File: src/rtl/core/orl_pkg.sv
package orl_pkg;

    // Command codes carried by the opcode field.
    typedef enum logic [3:0] {
        OP_INS_HEAD  = 4'd0,
        OP_INS_TAIL  = 4'd1,
        OP_INS_AT    = 4'd2,
        OP_REM_HEAD  = 4'd3,
        OP_REM_TAIL  = 4'd4,
        OP_REM_AT    = 4'd5,
        OP_REM_KEY   = 4'd6,
        OP_FIND_KEY  = 4'd7,
        OP_READ_AT   = 4'd8,
        OP_HAS_KEY   = 4'd9,
        OP_COUNT_KEY = 4'd10,
        OP_CLEAR     = 4'd11
    } opcode_t;

    // Result status codes.
    typedef enum logic [2:0] {
        ST_OK     = 3'd0,
        ST_FULL   = 3'd1,
        ST_EMPTY  = 3'd2,
        ST_BADPOS = 3'd3,
        ST_NOKEY  = 3'd4
    } status_t;

    // Controller states.
    typedef enum logic [2:0] {
        S_IDLE,
        S_EXEC,
        S_SCAN,
        S_FIN,
        S_RESP
    } state_t;

    // Commands from the controller to the datapath.
    typedef struct packed {
        logic accept;
        logic exec;
        logic scan_step;
        logic finish;
        logic push;
    } ctl_cmd_t;

    // Status from the datapath to the controller.
    typedef struct packed {
        logic scan_needed;
        logic scan_last;
        logic out_free;
    } dp_stat_t;

endpackage

File: src/rtl/core/orl_ctrl.sv
module orl_ctrl (
    input  logic              aclk,
    input  logic              aresetn,
    input  logic              s_valid,
    output logic              s_ready,
    input  orl_pkg::dp_stat_t stat,
    output orl_pkg::ctl_cmd_t cmd
);
    import orl_pkg::*;

    state_t state_reg;
    state_t state_next;

    // State register.
    always_ff @(posedge aclk) begin
        if (!aresetn) begin
            state_reg <= S_IDLE;
        end else begin
            state_reg <= state_next;
        end
    end

    // Next state.
    always_comb begin
        state_next = state_reg;
        case (state_reg)
            S_IDLE: begin
                if (s_valid) state_next = S_EXEC;
            end
            S_EXEC: begin
                state_next = stat.scan_needed ? S_SCAN : S_RESP;
            end
            S_SCAN: begin
                if (stat.scan_last) state_next = S_FIN;
            end
            S_FIN: begin
                state_next = S_RESP;
            end
            S_RESP: begin
                if (stat.out_free) state_next = S_IDLE;
            end
            default: begin
                state_next = S_IDLE;
            end
        endcase
    end

    // Outputs.
    always_comb begin
        cmd     = '0;
        s_ready = 1'b0;
        case (state_reg)
            S_IDLE: begin
                s_ready    = 1'b1;
                cmd.accept = s_valid;
            end
            S_EXEC: cmd.exec      = 1'b1;
            S_SCAN: cmd.scan_step = 1'b1;
            S_FIN:  cmd.finish    = 1'b1;
            S_RESP: cmd.push      = stat.out_free;
            default: begin
                cmd = '0;
            end
        endcase
    end

endmodule

File: src/rtl/core/orl_datapath.sv
module orl_datapath #(
    parameter int DEPTH = 16
) (
    input  logic               aclk,
    input  logic               aresetn,
    input  logic [3:0]         s_opcode,
    input  logic signed [31:0] s_entry_key,
    input  logic [31:0]        s_entry_payload,
    input  logic [4:0]         s_position,
    input  orl_pkg::ctl_cmd_t  cmd,
    output orl_pkg::dp_stat_t  stat,
    output logic               m_valid,
    input  logic               m_ready,
    output logic [2:0]         m_status,
    output logic signed [31:0] m_found_key,
    output logic [31:0]        m_found_payload,
    output logic [4:0]         m_match_count,
    output logic [4:0]         m_list_count
);
    import orl_pkg::*;

    localparam int CW = $clog2(DEPTH + 1);
    localparam int IW = (DEPTH > 1) ? $clog2(DEPTH) : 1;

    // Record cells; only entries below the count reach a result.
    logic [31:0] key_reg [DEPTH];
    logic [31:0] pay_reg [DEPTH];

    logic [CW-1:0] cnt_reg;
    logic [3:0]    op_reg;
    logic [31:0]   ckey_reg;
    logic [31:0]   cpay_reg;
    logic [4:0]    pos_reg;

    // Scan state.
    logic [CW-1:0] rd_reg;
    logic [CW-1:0] wr_reg;
    logic [CW-1:0] mcnt_reg;
    logic          found_reg;
    logic [31:0]   sk_reg;
    logic [31:0]   sp_reg;

    // Pending result.
    logic [2:0]    res_st_reg;
    logic [31:0]   res_fk_reg;
    logic [31:0]   res_fp_reg;
    logic [CW-1:0] res_mc_reg;

    logic          out_valid_reg;
    logic [2:0]    out_st_reg;
    logic [31:0]   out_fk_reg;
    logic [31:0]   out_fp_reg;
    logic [4:0]    out_mc_reg;
    logic [4:0]    out_lc_reg;

    // Combinational command decode.
    logic          is_key_op;
    logic          is_empty;
    logic          is_full;
    logic          do_ins;
    logic          do_rem;
    logic          do_clr;
    logic [IW-1:0] ins_idx;
    logic [IW-1:0] rem_idx;
    logic [2:0]    ex_st;
    logic [31:0]   ex_fk;
    logic [31:0]   ex_fp;
    logic          pos_ge_cnt;
    logic          pos_gt_cnt;
    logic [IW-1:0] rd_idx;
    logic [IW-1:0] wr_idx;
    logic          hit;

    always_comb begin
        is_key_op  = (op_reg == OP_REM_KEY) || (op_reg == OP_FIND_KEY) ||
                     (op_reg == OP_HAS_KEY) || (op_reg == OP_COUNT_KEY);
        is_empty   = (cnt_reg == '0);
        is_full    = (32'(cnt_reg) == DEPTH);
        pos_ge_cnt = (32'(pos_reg) >= 32'(cnt_reg));
        pos_gt_cnt = (32'(pos_reg) > 32'(cnt_reg));
        do_ins     = 1'b0;
        do_rem     = 1'b0;
        do_clr     = 1'b0;
        ins_idx    = '0;
        rem_idx    = '0;
        ex_st      = ST_OK;
        ex_fk      = '0;
        ex_fp      = '0;
        case (op_reg)
            OP_INS_HEAD, OP_INS_TAIL, OP_INS_AT: begin
                if (is_full) begin
                    ex_st = ST_FULL;
                end else if (op_reg == OP_INS_AT && pos_gt_cnt) begin
                    ex_st = ST_BADPOS;
                end else begin
                    do_ins  = 1'b1;
                    ins_idx = (op_reg == OP_INS_HEAD) ? '0 :
                              (op_reg == OP_INS_TAIL) ? IW'(cnt_reg) : IW'(pos_reg);
                end
            end
            OP_REM_HEAD, OP_REM_TAIL: begin
                if (is_empty) begin
                    ex_st = ST_EMPTY;
                end else begin
                    do_rem  = 1'b1;
                    rem_idx = (op_reg == OP_REM_HEAD) ? '0 : IW'(cnt_reg - 1'b1);
                end
            end
            OP_REM_AT: begin
                if (pos_ge_cnt) begin
                    ex_st = ST_BADPOS;
                end else begin
                    do_rem  = 1'b1;
                    rem_idx = IW'(pos_reg);
                end
            end
            OP_READ_AT: begin
                if (is_empty) begin
                    ex_st = ST_EMPTY;
                end else if (pos_ge_cnt) begin
                    ex_st = ST_BADPOS;
                end else begin
                    ex_fk = key_reg[IW'(pos_reg)];
                    ex_fp = pay_reg[IW'(pos_reg)];
                end
            end
            OP_REM_KEY, OP_FIND_KEY, OP_HAS_KEY, OP_COUNT_KEY: begin
                if (is_empty) ex_st = ST_EMPTY;
            end
            OP_CLEAR: begin
                do_clr = 1'b1;
            end
            default: begin
                ex_st = ST_OK;
            end
        endcase
    end

    assign rd_idx = IW'(rd_reg);
    assign wr_idx = IW'(wr_reg);
    assign hit    = (key_reg[rd_idx] == ckey_reg);

    assign stat.scan_needed = is_key_op && !is_empty;
    assign stat.scan_last   = (rd_reg == cnt_reg - 1'b1);
    assign stat.out_free    = !out_valid_reg || m_ready;

    // Record cells: shift up on insert, down on remove, compact on key removal.
    always_ff @(posedge aclk) begin
        for (int i = 0; i < DEPTH; i++) begin
            if (cmd.exec && do_ins) begin
                if (IW'(i) == ins_idx) begin
                    key_reg[i] <= ckey_reg;
                    pay_reg[i] <= cpay_reg;
                end else if (i > 0 && IW'(i) > ins_idx) begin
                    key_reg[i] <= key_reg[(i > 0) ? i - 1 : 0];
                    pay_reg[i] <= pay_reg[(i > 0) ? i - 1 : 0];
                end
            end else if (cmd.exec && do_rem) begin
                if (i < DEPTH - 1 && IW'(i) >= rem_idx) begin
                    key_reg[i] <= key_reg[(i < DEPTH - 1) ? i + 1 : i];
                    pay_reg[i] <= pay_reg[(i < DEPTH - 1) ? i + 1 : i];
                end
            end else if (cmd.scan_step && op_reg == OP_REM_KEY && !hit
                         && IW'(i) == wr_idx) begin
                key_reg[i] <= key_reg[rd_idx];
                pay_reg[i] <= pay_reg[rd_idx];
            end
        end
    end

    // Command capture, scan state and pending result.
    always_ff @(posedge aclk) begin
        if (cmd.accept) begin
            op_reg   <= s_opcode;
            ckey_reg <= s_entry_key;
            cpay_reg <= s_entry_payload;
            pos_reg  <= s_position;
        end
        if (cmd.exec) begin
            rd_reg     <= '0;
            wr_reg     <= '0;
            mcnt_reg   <= '0;
            found_reg  <= 1'b0;
            sk_reg     <= '0;
            sp_reg     <= '0;
            res_st_reg <= ex_st;
            res_fk_reg <= ex_fk;
            res_fp_reg <= ex_fp;
            res_mc_reg <= '0;
        end
        if (cmd.scan_step) begin
            rd_reg <= rd_reg + 1'b1;
            if (hit) begin
                mcnt_reg <= mcnt_reg + 1'b1;
                if (!found_reg) begin
                    found_reg <= 1'b1;
                    sk_reg    <= key_reg[rd_idx];
                    sp_reg    <= pay_reg[rd_idx];
                end
            end else begin
                wr_reg <= wr_reg + 1'b1;
            end
        end
        if (cmd.finish) begin
            case (op_reg)
                OP_REM_KEY, OP_HAS_KEY: begin
                    res_st_reg <= found_reg ? ST_OK : ST_NOKEY;
                end
                OP_FIND_KEY: begin
                    res_st_reg <= found_reg ? ST_OK : ST_NOKEY;
                    if (found_reg) begin
                        res_fk_reg <= sk_reg;
                        res_fp_reg <= sp_reg;
                    end
                end
                OP_COUNT_KEY: begin
                    res_st_reg <= ST_OK;
                    res_mc_reg <= mcnt_reg;
                end
                default: begin
                    res_st_reg <= ST_OK;
                end
            endcase
        end
    end

    // Record count.
    always_ff @(posedge aclk) begin
        if (!aresetn) begin
            cnt_reg <= '0;
        end else if (cmd.exec && do_ins) begin
            cnt_reg <= cnt_reg + 1'b1;
        end else if (cmd.exec && do_rem) begin
            cnt_reg <= cnt_reg - 1'b1;
        end else if (cmd.exec && do_clr) begin
            cnt_reg <= '0;
        end else if (cmd.finish && op_reg == OP_REM_KEY) begin
            cnt_reg <= wr_reg;
        end
    end

    // Output register; holds the result until the receiver takes it.
    always_ff @(posedge aclk) begin
        if (!aresetn) begin
            out_valid_reg <= 1'b0;
        end else if (cmd.push) begin
            out_valid_reg <= 1'b1;
        end else if (m_ready) begin
            out_valid_reg <= 1'b0;
        end
    end

    always_ff @(posedge aclk) begin
        if (cmd.push) begin
            out_st_reg <= res_st_reg;
            out_fk_reg <= res_fk_reg;
            out_fp_reg <= res_fp_reg;
            out_mc_reg <= 5'(res_mc_reg);
            out_lc_reg <= 5'(cnt_reg);
        end
    end

    assign m_valid         = out_valid_reg;
    assign m_status        = out_st_reg;
    assign m_found_key     = out_fk_reg;
    assign m_found_payload = out_fp_reg;
    assign m_match_count   = out_mc_reg;
    assign m_list_count    = out_lc_reg;

endmodule

File: src/rtl/core/ordered_record_list.sv
// Ordered list of up to DEPTH records, each a 32-bit key and a 32-bit payload,
// kept packed from position 0.
// Input channel (s_valid/s_ready) carries one request: an opcode with key,
// payload and position. Output channel (m_valid/m_ready) returns exactly one
// result per request: status, found key and payload, match count and the
// record count after the request.
// Head, tail and positional requests, reads and clear go from EXEC to RESP;
// a new request is accepted only after the last one's result is pushed.
// Key requests (remove, find, test, count by key) go from EXEC through SCAN
// and FIN to RESP, walking the list one record a cycle through the scan read
// index; on an empty list they skip the walk.
// The result sits in an output register; the next request is accepted while
// it waits. If the receiver stalls with a second result ready, the block
// holds that result and accepts nothing more until the first is taken.
// Reset empties the list; record storage is not cleared and needs no sweep.
module ordered_record_list #(
    parameter int DEPTH = 16
) (
    input  logic               aclk,
    input  logic               aresetn,
    input  logic               s_valid,
    output logic               s_ready,
    input  logic [3:0]         s_opcode,
    input  logic signed [31:0] s_entry_key,
    input  logic [31:0]        s_entry_payload,
    input  logic [4:0]         s_position,
    output logic               m_valid,
    input  logic               m_ready,
    output logic [2:0]         m_status,
    output logic signed [31:0] m_found_key,
    output logic [31:0]        m_found_payload,
    output logic [4:0]         m_match_count,
    output logic [4:0]         m_list_count
);
    import orl_pkg::*;

    ctl_cmd_t cmd;
    dp_stat_t stat;

    orl_ctrl u_ctrl (
        .aclk    (aclk),
        .aresetn (aresetn),
        .s_valid (s_valid),
        .s_ready (s_ready),
        .stat    (stat),
        .cmd     (cmd)
    );

    orl_datapath #(
        .DEPTH (DEPTH)
    ) u_datapath (
        .aclk            (aclk),
        .aresetn         (aresetn),
        .s_opcode        (s_opcode),
        .s_entry_key     (s_entry_key),
        .s_entry_payload (s_entry_payload),
        .s_position      (s_position),
        .cmd             (cmd),
        .stat            (stat),
        .m_valid         (m_valid),
        .m_ready         (m_ready),
        .m_status        (m_status),
        .m_found_key     (m_found_key),
        .m_found_payload (m_found_payload),
        .m_match_count   (m_match_count),
        .m_list_count    (m_list_count)
    );

endmodule

File: config.mk
export PLATFORM = sky130hd
export DESIGN_NAME = ordered_record_list
export DESIGN_NICKNAME = d
export VERILOG_FILES = /design/src/rtl/core/orl_pkg.sv /design/src/rtl/core/orl_ctrl.sv /design/src/rtl/core/orl_datapath.sv /design/src/rtl/core/ordered_record_list.sv
export SDC_FILE = /design/constraint.sdc
export NUM_CORES = 2
export LEC_CHECK = 0
export BUFFER_PORTS_ARGS = -buffer_cell sky130_fd_sc_hd__buf_2
export CAP_MARGIN = 20
export CORE_ASPECT_RATIO = 1.1
export CORE_MARGIN = 10
export CORE_UTILIZATION = 25
export CTS_BUF_LIST = sky130_fd_sc_hd__clkbuf_16
export CTS_CLUSTER_SIZE = 30
export DETAILED_ROUTE_END_ITERATION = 10
export PLACE_DENSITY = 0.41
export SLEW_MARGIN = 20
export SYNTH_ARGS = -nofsm -noshare
export SYNTH_HDL_FRONTEND = slang
export SYNTH_HIERARCHICAL = 1
export SYNTH_SLANG_ARGS = --single-unit
File: constraint.sdc
create_clock -name aclk -period 7.4 [get_ports aclk]
set_input_delay 1.11 -clock aclk [delete_from_list [all_inputs] [get_ports aclk]]
set_output_delay 1.11 -clock aclk [all_outputs]
set_load 0.05 [all_outputs]
# --- Word-level counts from Yosys, hierarchy flattened ---
# Memory sizes are Yosys's and may differ from the RTL's. A register that Yosys moved wholly into a read port is not among the register bits.
# Index checks and enable logic that the tools add are counted.
word_totals:
  memories: 2
  register_bits: 311
  mem_bits_rw: 1024
  word_cells: 657
  in_bits: 77
  output_inout_bits: 79
memory_table:
  columns: ["memory", "words", "width", "read_ports", "rd_ports_with_merged_regs", "wr", "line", "rtl"]
  rows:
  - ["u_datapath.key_reg", 16, 32, 18, 2, 16, "orl_datapath.sv:26", "logic [31:0] key_reg [DEPTH];"]
  - ["u_datapath.pay_reg", 16, 32, 18, 2, 16, "orl_datapath.sv:27", "logic [31:0] pay_reg [DEPTH];"]
op_classes:
  n_eq_ne: 51
  order_cmp: 32
  bitwise: 92
  n_mux: 408
  addsub: 5
  n_reduce_logical: 45
op_table:
  columns: ["op", "n"]
  rows:
  - ["$mux 32", 114]
  - ["$mux 1", 250]
  - ["$or 1x1->1", 92]
  - ["$mux 5", 15]
  - ["$eq 4x4->1 const A", 16]
  - ["$mux 4", 12]
  - ["$eq 3x4->1 const A", 8]
  - ["$eq 32x32->1", 1]
  - ["$gt 4x4->1 const A", 8]
  - ["$mux 3", 10]
  - ["$ge 4x4->1 const A", 7]
  - ["$logic_and 1x1->1", 24]
  - ["$add 5x1->5 const B", 4]
  - ["$eq 2x4->1 const A", 4]
  - ["$eq 4x3->1 const B", 4]
  - ["$eq 4x4->1 const B", 4]
  - ["$ge 3x4->1 const A", 4]
  - ["$gt 3x4->1 const A", 4]
  - ["$pmux 3 s5", 1]
  - ["$logic_not 4->1", 3]
  - ["$pmux 3 s4", 1]
  - ["$eq 1x4->1 const A", 2]
  - ["$eq 4x2->1 const B", 2]
  - ["$ge 1x4->1 const A", 2]
  - ["27 further kinds", 41]

# --- Longest topological paths before layout ---
depth:
  depth_word: 14
  ltp_mapped: 18
  mapped_depth_nobuf: 11

# --- Hierarchy ---
# The synthesis kept the hierarchy.
modules_own_cells:
  columns: ["mod", "seq_area_each_um2", "cells_each", "area_each_um2", "n_inst"]
  rows:
  - ["orl_datapath", 38657.1, 8230, 90196.5, 1]
  - ["orl_ctrl", 60.1, 27, 203.9, 1]

# --- Worst setup path before layout ---
# OpenSTA, ideal clock, no wires.
synth_path:
  path_type: "flip-flop to flip-flop"
  start: "reg (tool-made name)"
  end: "mem u_datapath.key_reg[4][0], enable pin"
  period_less_slack_ps: 6102
  setup_ps: 503
  slack_ps: 1298
  arrival_time_ps: 5598
  required_ps: 6897
  path_buffers: 7
  stages_incl_launch_ff: 15
  cell_sequence: "dfxtp_1 buf_6 buf_6 buf_4 buf_6 buf_2 mux4_2 o21ai_0 xnor2_1 mux2i_1 o2111ai_1 nor3_1 buf_2 buf_6 o211ai_1"
synth_lines:
  columns: ["item", "line"]
  rows:
  - ["to (decl)", "orl_datapath.sv:26"]

==> metrics.md <==
| Metric | Value |
|---|---|
| Status | complete, no violations |
| Total number of vias | 75400 |
| Tcrit/Tclk final | 85.6% |
| Overall global routing resource usage | 22.7% |
| Post-Layout Cell Count | 12900 |
| Vias in the first global route | 73600 |
| Antenna-violating nets left | 0 |
| DRT Pass-1 Iters | 7 |
| Area of the multi-input gates | 48400 sq um |
| Commonest non-fill, non-tap cell in the layout | mux2i_1 |
| Seq cells post-synth | 1343 |
| Synthesized area per cell | 10.9 sq um |
| Postcts setup bufs | 0 |
| Highest clock rate | 158 MHz |
| Yosys warnings | 6 |
| Initial antenna violation count | 23 |
| VDD IR max | 0.000196 V |
| Primary FF master, synth | edfxtp_1 |
| Final setup viols | 0 |
| Seq/Total Area, Yosys | 42.8% |
| Measured slew at the worst slew-check pin | 1.25 ns |
| Layout Nets | 8101 |
| Post-synth EDFFs | 1182 |
| Die Span Y | 651 um |
| WS Path Type | register to register |
| Clock Skew | 0.0700 ns |
| CTS tree | yes |
| Die Width | 593 um |
| Cell count after synthesis | 8257 |
| Last element of the critical path | u_datapath/pay_reg[7][24] |
| Mapped cell area | 90400 sq um |
| First-pass GRT wire length | 626 mm |
| Max clock buf depth | 4 |
| Crit path buffers/inverters | 4 |
| DIE AREA | 386000 sq um |
| DRC viols | 0 |
| Required @ worst endpoint | 7.98 ns |
| Worst path depth | 13 |
| Lkg Pwr | 36.6 nW |
| Initial Util | 25.1% |
| Initial drt markers | 9768 |
| Clk Latency, worst-skew pair | 0.91 ns |
| Hold-fix buffers, CTS | 0 |
| R2R cell count | 13 |
| WHS | 0.383 ns |
| Final WL | 460 mm |
| RSZ-0062 raised after global routing | false |
| CP startpoint kind | register |
| CP max-delay cell | dfxtp_4 |
| Async set-reset flop share out of synthesis | 0% |
| PwrDens | 216 nW/um^2 |
| Gate power share | 20.5% |
| R2R Path End | u_datapath/pay_reg[7][24] |
| Cell mode on critical path | buf_4 |
| DRT met1 WL | 181 mm |
| Max-Cap Viols | 0 |
| Share of post-route cells with drive strength above 1 | 18.3% |
| Clk sink count | 1343 |
| CP max stage delay | 0.74 ns |
| Via density | 5.82 |
| Crit path capture type | register |
| Max_slew headroom | 16.9% |
| Final min period | 6.34 ns |
| Internal cell power | 0.0151 W |
| Post-cts resize count | 0 |
| Hold Crit Class | primary input to register |
| # port buffers | 155 |
| Layout fillers | 37200 |
| R2r setup slk | 1.06 ns |
| Clk pwr share | 39.0% |
| CP Data Arrival Time | 6.92 ns |
| Placed cell count | 12600 |
| Post-DP HPWL | 262 mm |
| DR WL met3 | 40.5 mm |
| Final Hold Fails | 0 |
| Synth cell types | 73 |
| Clock root buffer | clkbuf_16 |
| Largest delay share family, worst path | buffers and inverters |
| Num ports | 156 |
| Top Metal Used | met5 |
| Setup tns final | 0 ns |
| Crit path cell chain | buf_12 > mux4_2 > mux2i_1 > mux2_2 > xor2_1 > nand4_1 > or4_1 > nor3_2 > buf_4 > nor3_2 > buf_4 > buf_4 > mux2i_1 |
| Final weighted congestion in routability-driven placement | 0.889 |
| Core box area | 360000 sq um |
| H-tree levels | 4 |
| Met2 wire len | 212 mm |
| GR Overflow Total | 0 |
| Crit Path Max Fanout | 34 |
| # rows | 231 |
| Area growth syn-to-layout | 13.2% |
| Largest net degree at the start of global routing | 130 |
| Reg power frac | 40.5% |
| Switching share of power | 31.5% |
| Syn_nets | 8348 |
| Register Area | 38700 sq um |
| Clk pin slew, worst setup/hold paths | 0.06 ns |
| Commonest cells after routing, fill and taps aside | mux2i_1, nand2_1, edfxtp_1, o21ai_0, mux4_2 |
| WL/cell | 35.5 um |
| Max-slew violation count | 0 |
| Net switching power | 0.00697 W |
| Clock buffer count from CTS | 177 |
==> metal layers <==
layer / vias up / track usage, %
met5: - / 0
met4: 6 / 10.7
met3: 1255 / 4.35
met2: 4730 / 36.9
met1: 38900 / 29.0
li1: 30500 / -
==> worst reg2reg max path: stages (launching register included) <==
cell	delay, ns
dfxtp_4	0.74
buf_12	0.37
mux4_2	0.57
mux2i_1	0.15
mux2_2	0.43
xor2_1	0.54
nand4_1	0.22
or4_1	0.74
nor3_2	0.39
buf_4	0.36
nor3_2	0.10
buf_4	0.53
buf_4	0.59
mux2i_1	0.31
==> cell type report <==
type,instances,share of cell area (%)
clock inverter,144,0.915
antenna,11,0.0269
clock buffer,183,4.47
tap,4776,5.84
sequential,1343,37.9
timing repair buffer,437,3.51
inverter,26,0.108
multi-input combinational,6025,47.3
==> how the worst min path moves through the flow <==
stage / startpoint / endpoint / slack [ns] / depth (start not counted)
floorplan: u_datapath/res_st_reg[0] / u_datapath/m_status[0] / 0.40 / 0
global placement: u_datapath/res_st_reg[0] / u_datapath/m_status[0] / 0.41 / 0
detailed placement: u_datapath/res_st_reg[1] / u_datapath/m_status[1] / 0.41 / 0
CTS: s_entry_payload[12] / u_datapath/cpay_reg[12] / 0.32 / 1
global route: s_entry_payload[22] / u_datapath/cpay_reg[22] / 0.36 / 1
finish: s_entry_payload[12] / u_datapath/cpay_reg[12] / 0.38 / 1
==> cell usage after synthesis, types with 21 or more instances <==
| master | number | area share (%) |
|---|---|---|
| o21ai_1 | 32 | 0.18 |
| buf_2 | 100 | 0.55 |
| o21ai_0 | 691 | 3.8 |
| buf_6 | 47 | 0.59 |
| o211ai_1 | 81 | 0.67 |
| buf_1 | 113 | 0.47 |
| nand2_1 | 1413 | 5.9 |
| edfxtp_1 | 1182 | 39 |
| xnor2_1 | 29 | 0.28 |
| dfxtp_1 | 161 | 3.6 |
| mux2_2 | 146 | 1.8 |
| buf_4 | 21 | 0.17 |
| a21oi_1 | 478 | 2.6 |
| mux2i_1 | 1619 | 18 |
| mux4_2 | 544 | 14 |
| nor2_1 | 279 | 1.2 |
| clkbuf_1 | 582 | 2.4 |
| nor2b_1 | 77 | 0.53 |
| nand3_1 | 366 | 2.0 |
==> stage by stage <==
step                      cell area [sq um]  util (%)  setup WS, ns  power, W
after floorplan                       90400         -          1.30    0.0120
after global placement                96800      26.9          1.20    0.0135
after detailed placement              96800      26.9          1.28    0.0136
after CTS                            102000      28.4          1.23    0.0223
after global routing                 102000      28.4         0.994    0.0228
final                                102000      28.4          1.06    0.0221
==> cell families (layout without fill, tap and decap cells) <==
| logic type | count (synthesis) | after routing | share of synthesized area (%) |
|---|---|---|---|
| other | 0 | 11 | 0 |
| buffers and inverters | 889 | 790 | 4.31 |
| DFF | 1343 | 1343 | 42.8 |
| AOI/OAI and AO/OA | 1407 | 1407 | 8.53 |
| and+or+nand+nor | 2247 | 2247 | 10.4 |
| adders and majority gates | 14 | 14 | 0.194 |
| muxes | 2309 | 2309 | 33.3 |
| xor gates and xnor gates | 48 | 48 | 0.465 |
==> power by group through the flow <==
stage | clock, W | sequential, W | combinational [W]
5_1_grt | 0.00905 | 0.00897 | 0.00481
2_1_floorplan | 0 | 0.00894 | 0.00301
6_report | 0.00862 | 0.00895 | 0.00454
3_5_place_dp | 0 | 0.00910 | 0.00449
3_3_place_gp | 0 | 0.00910 | 0.00445
4_1_cts | 0.00881 | 0.00894 | 0.00450
(Power assumes the default switching activity.)
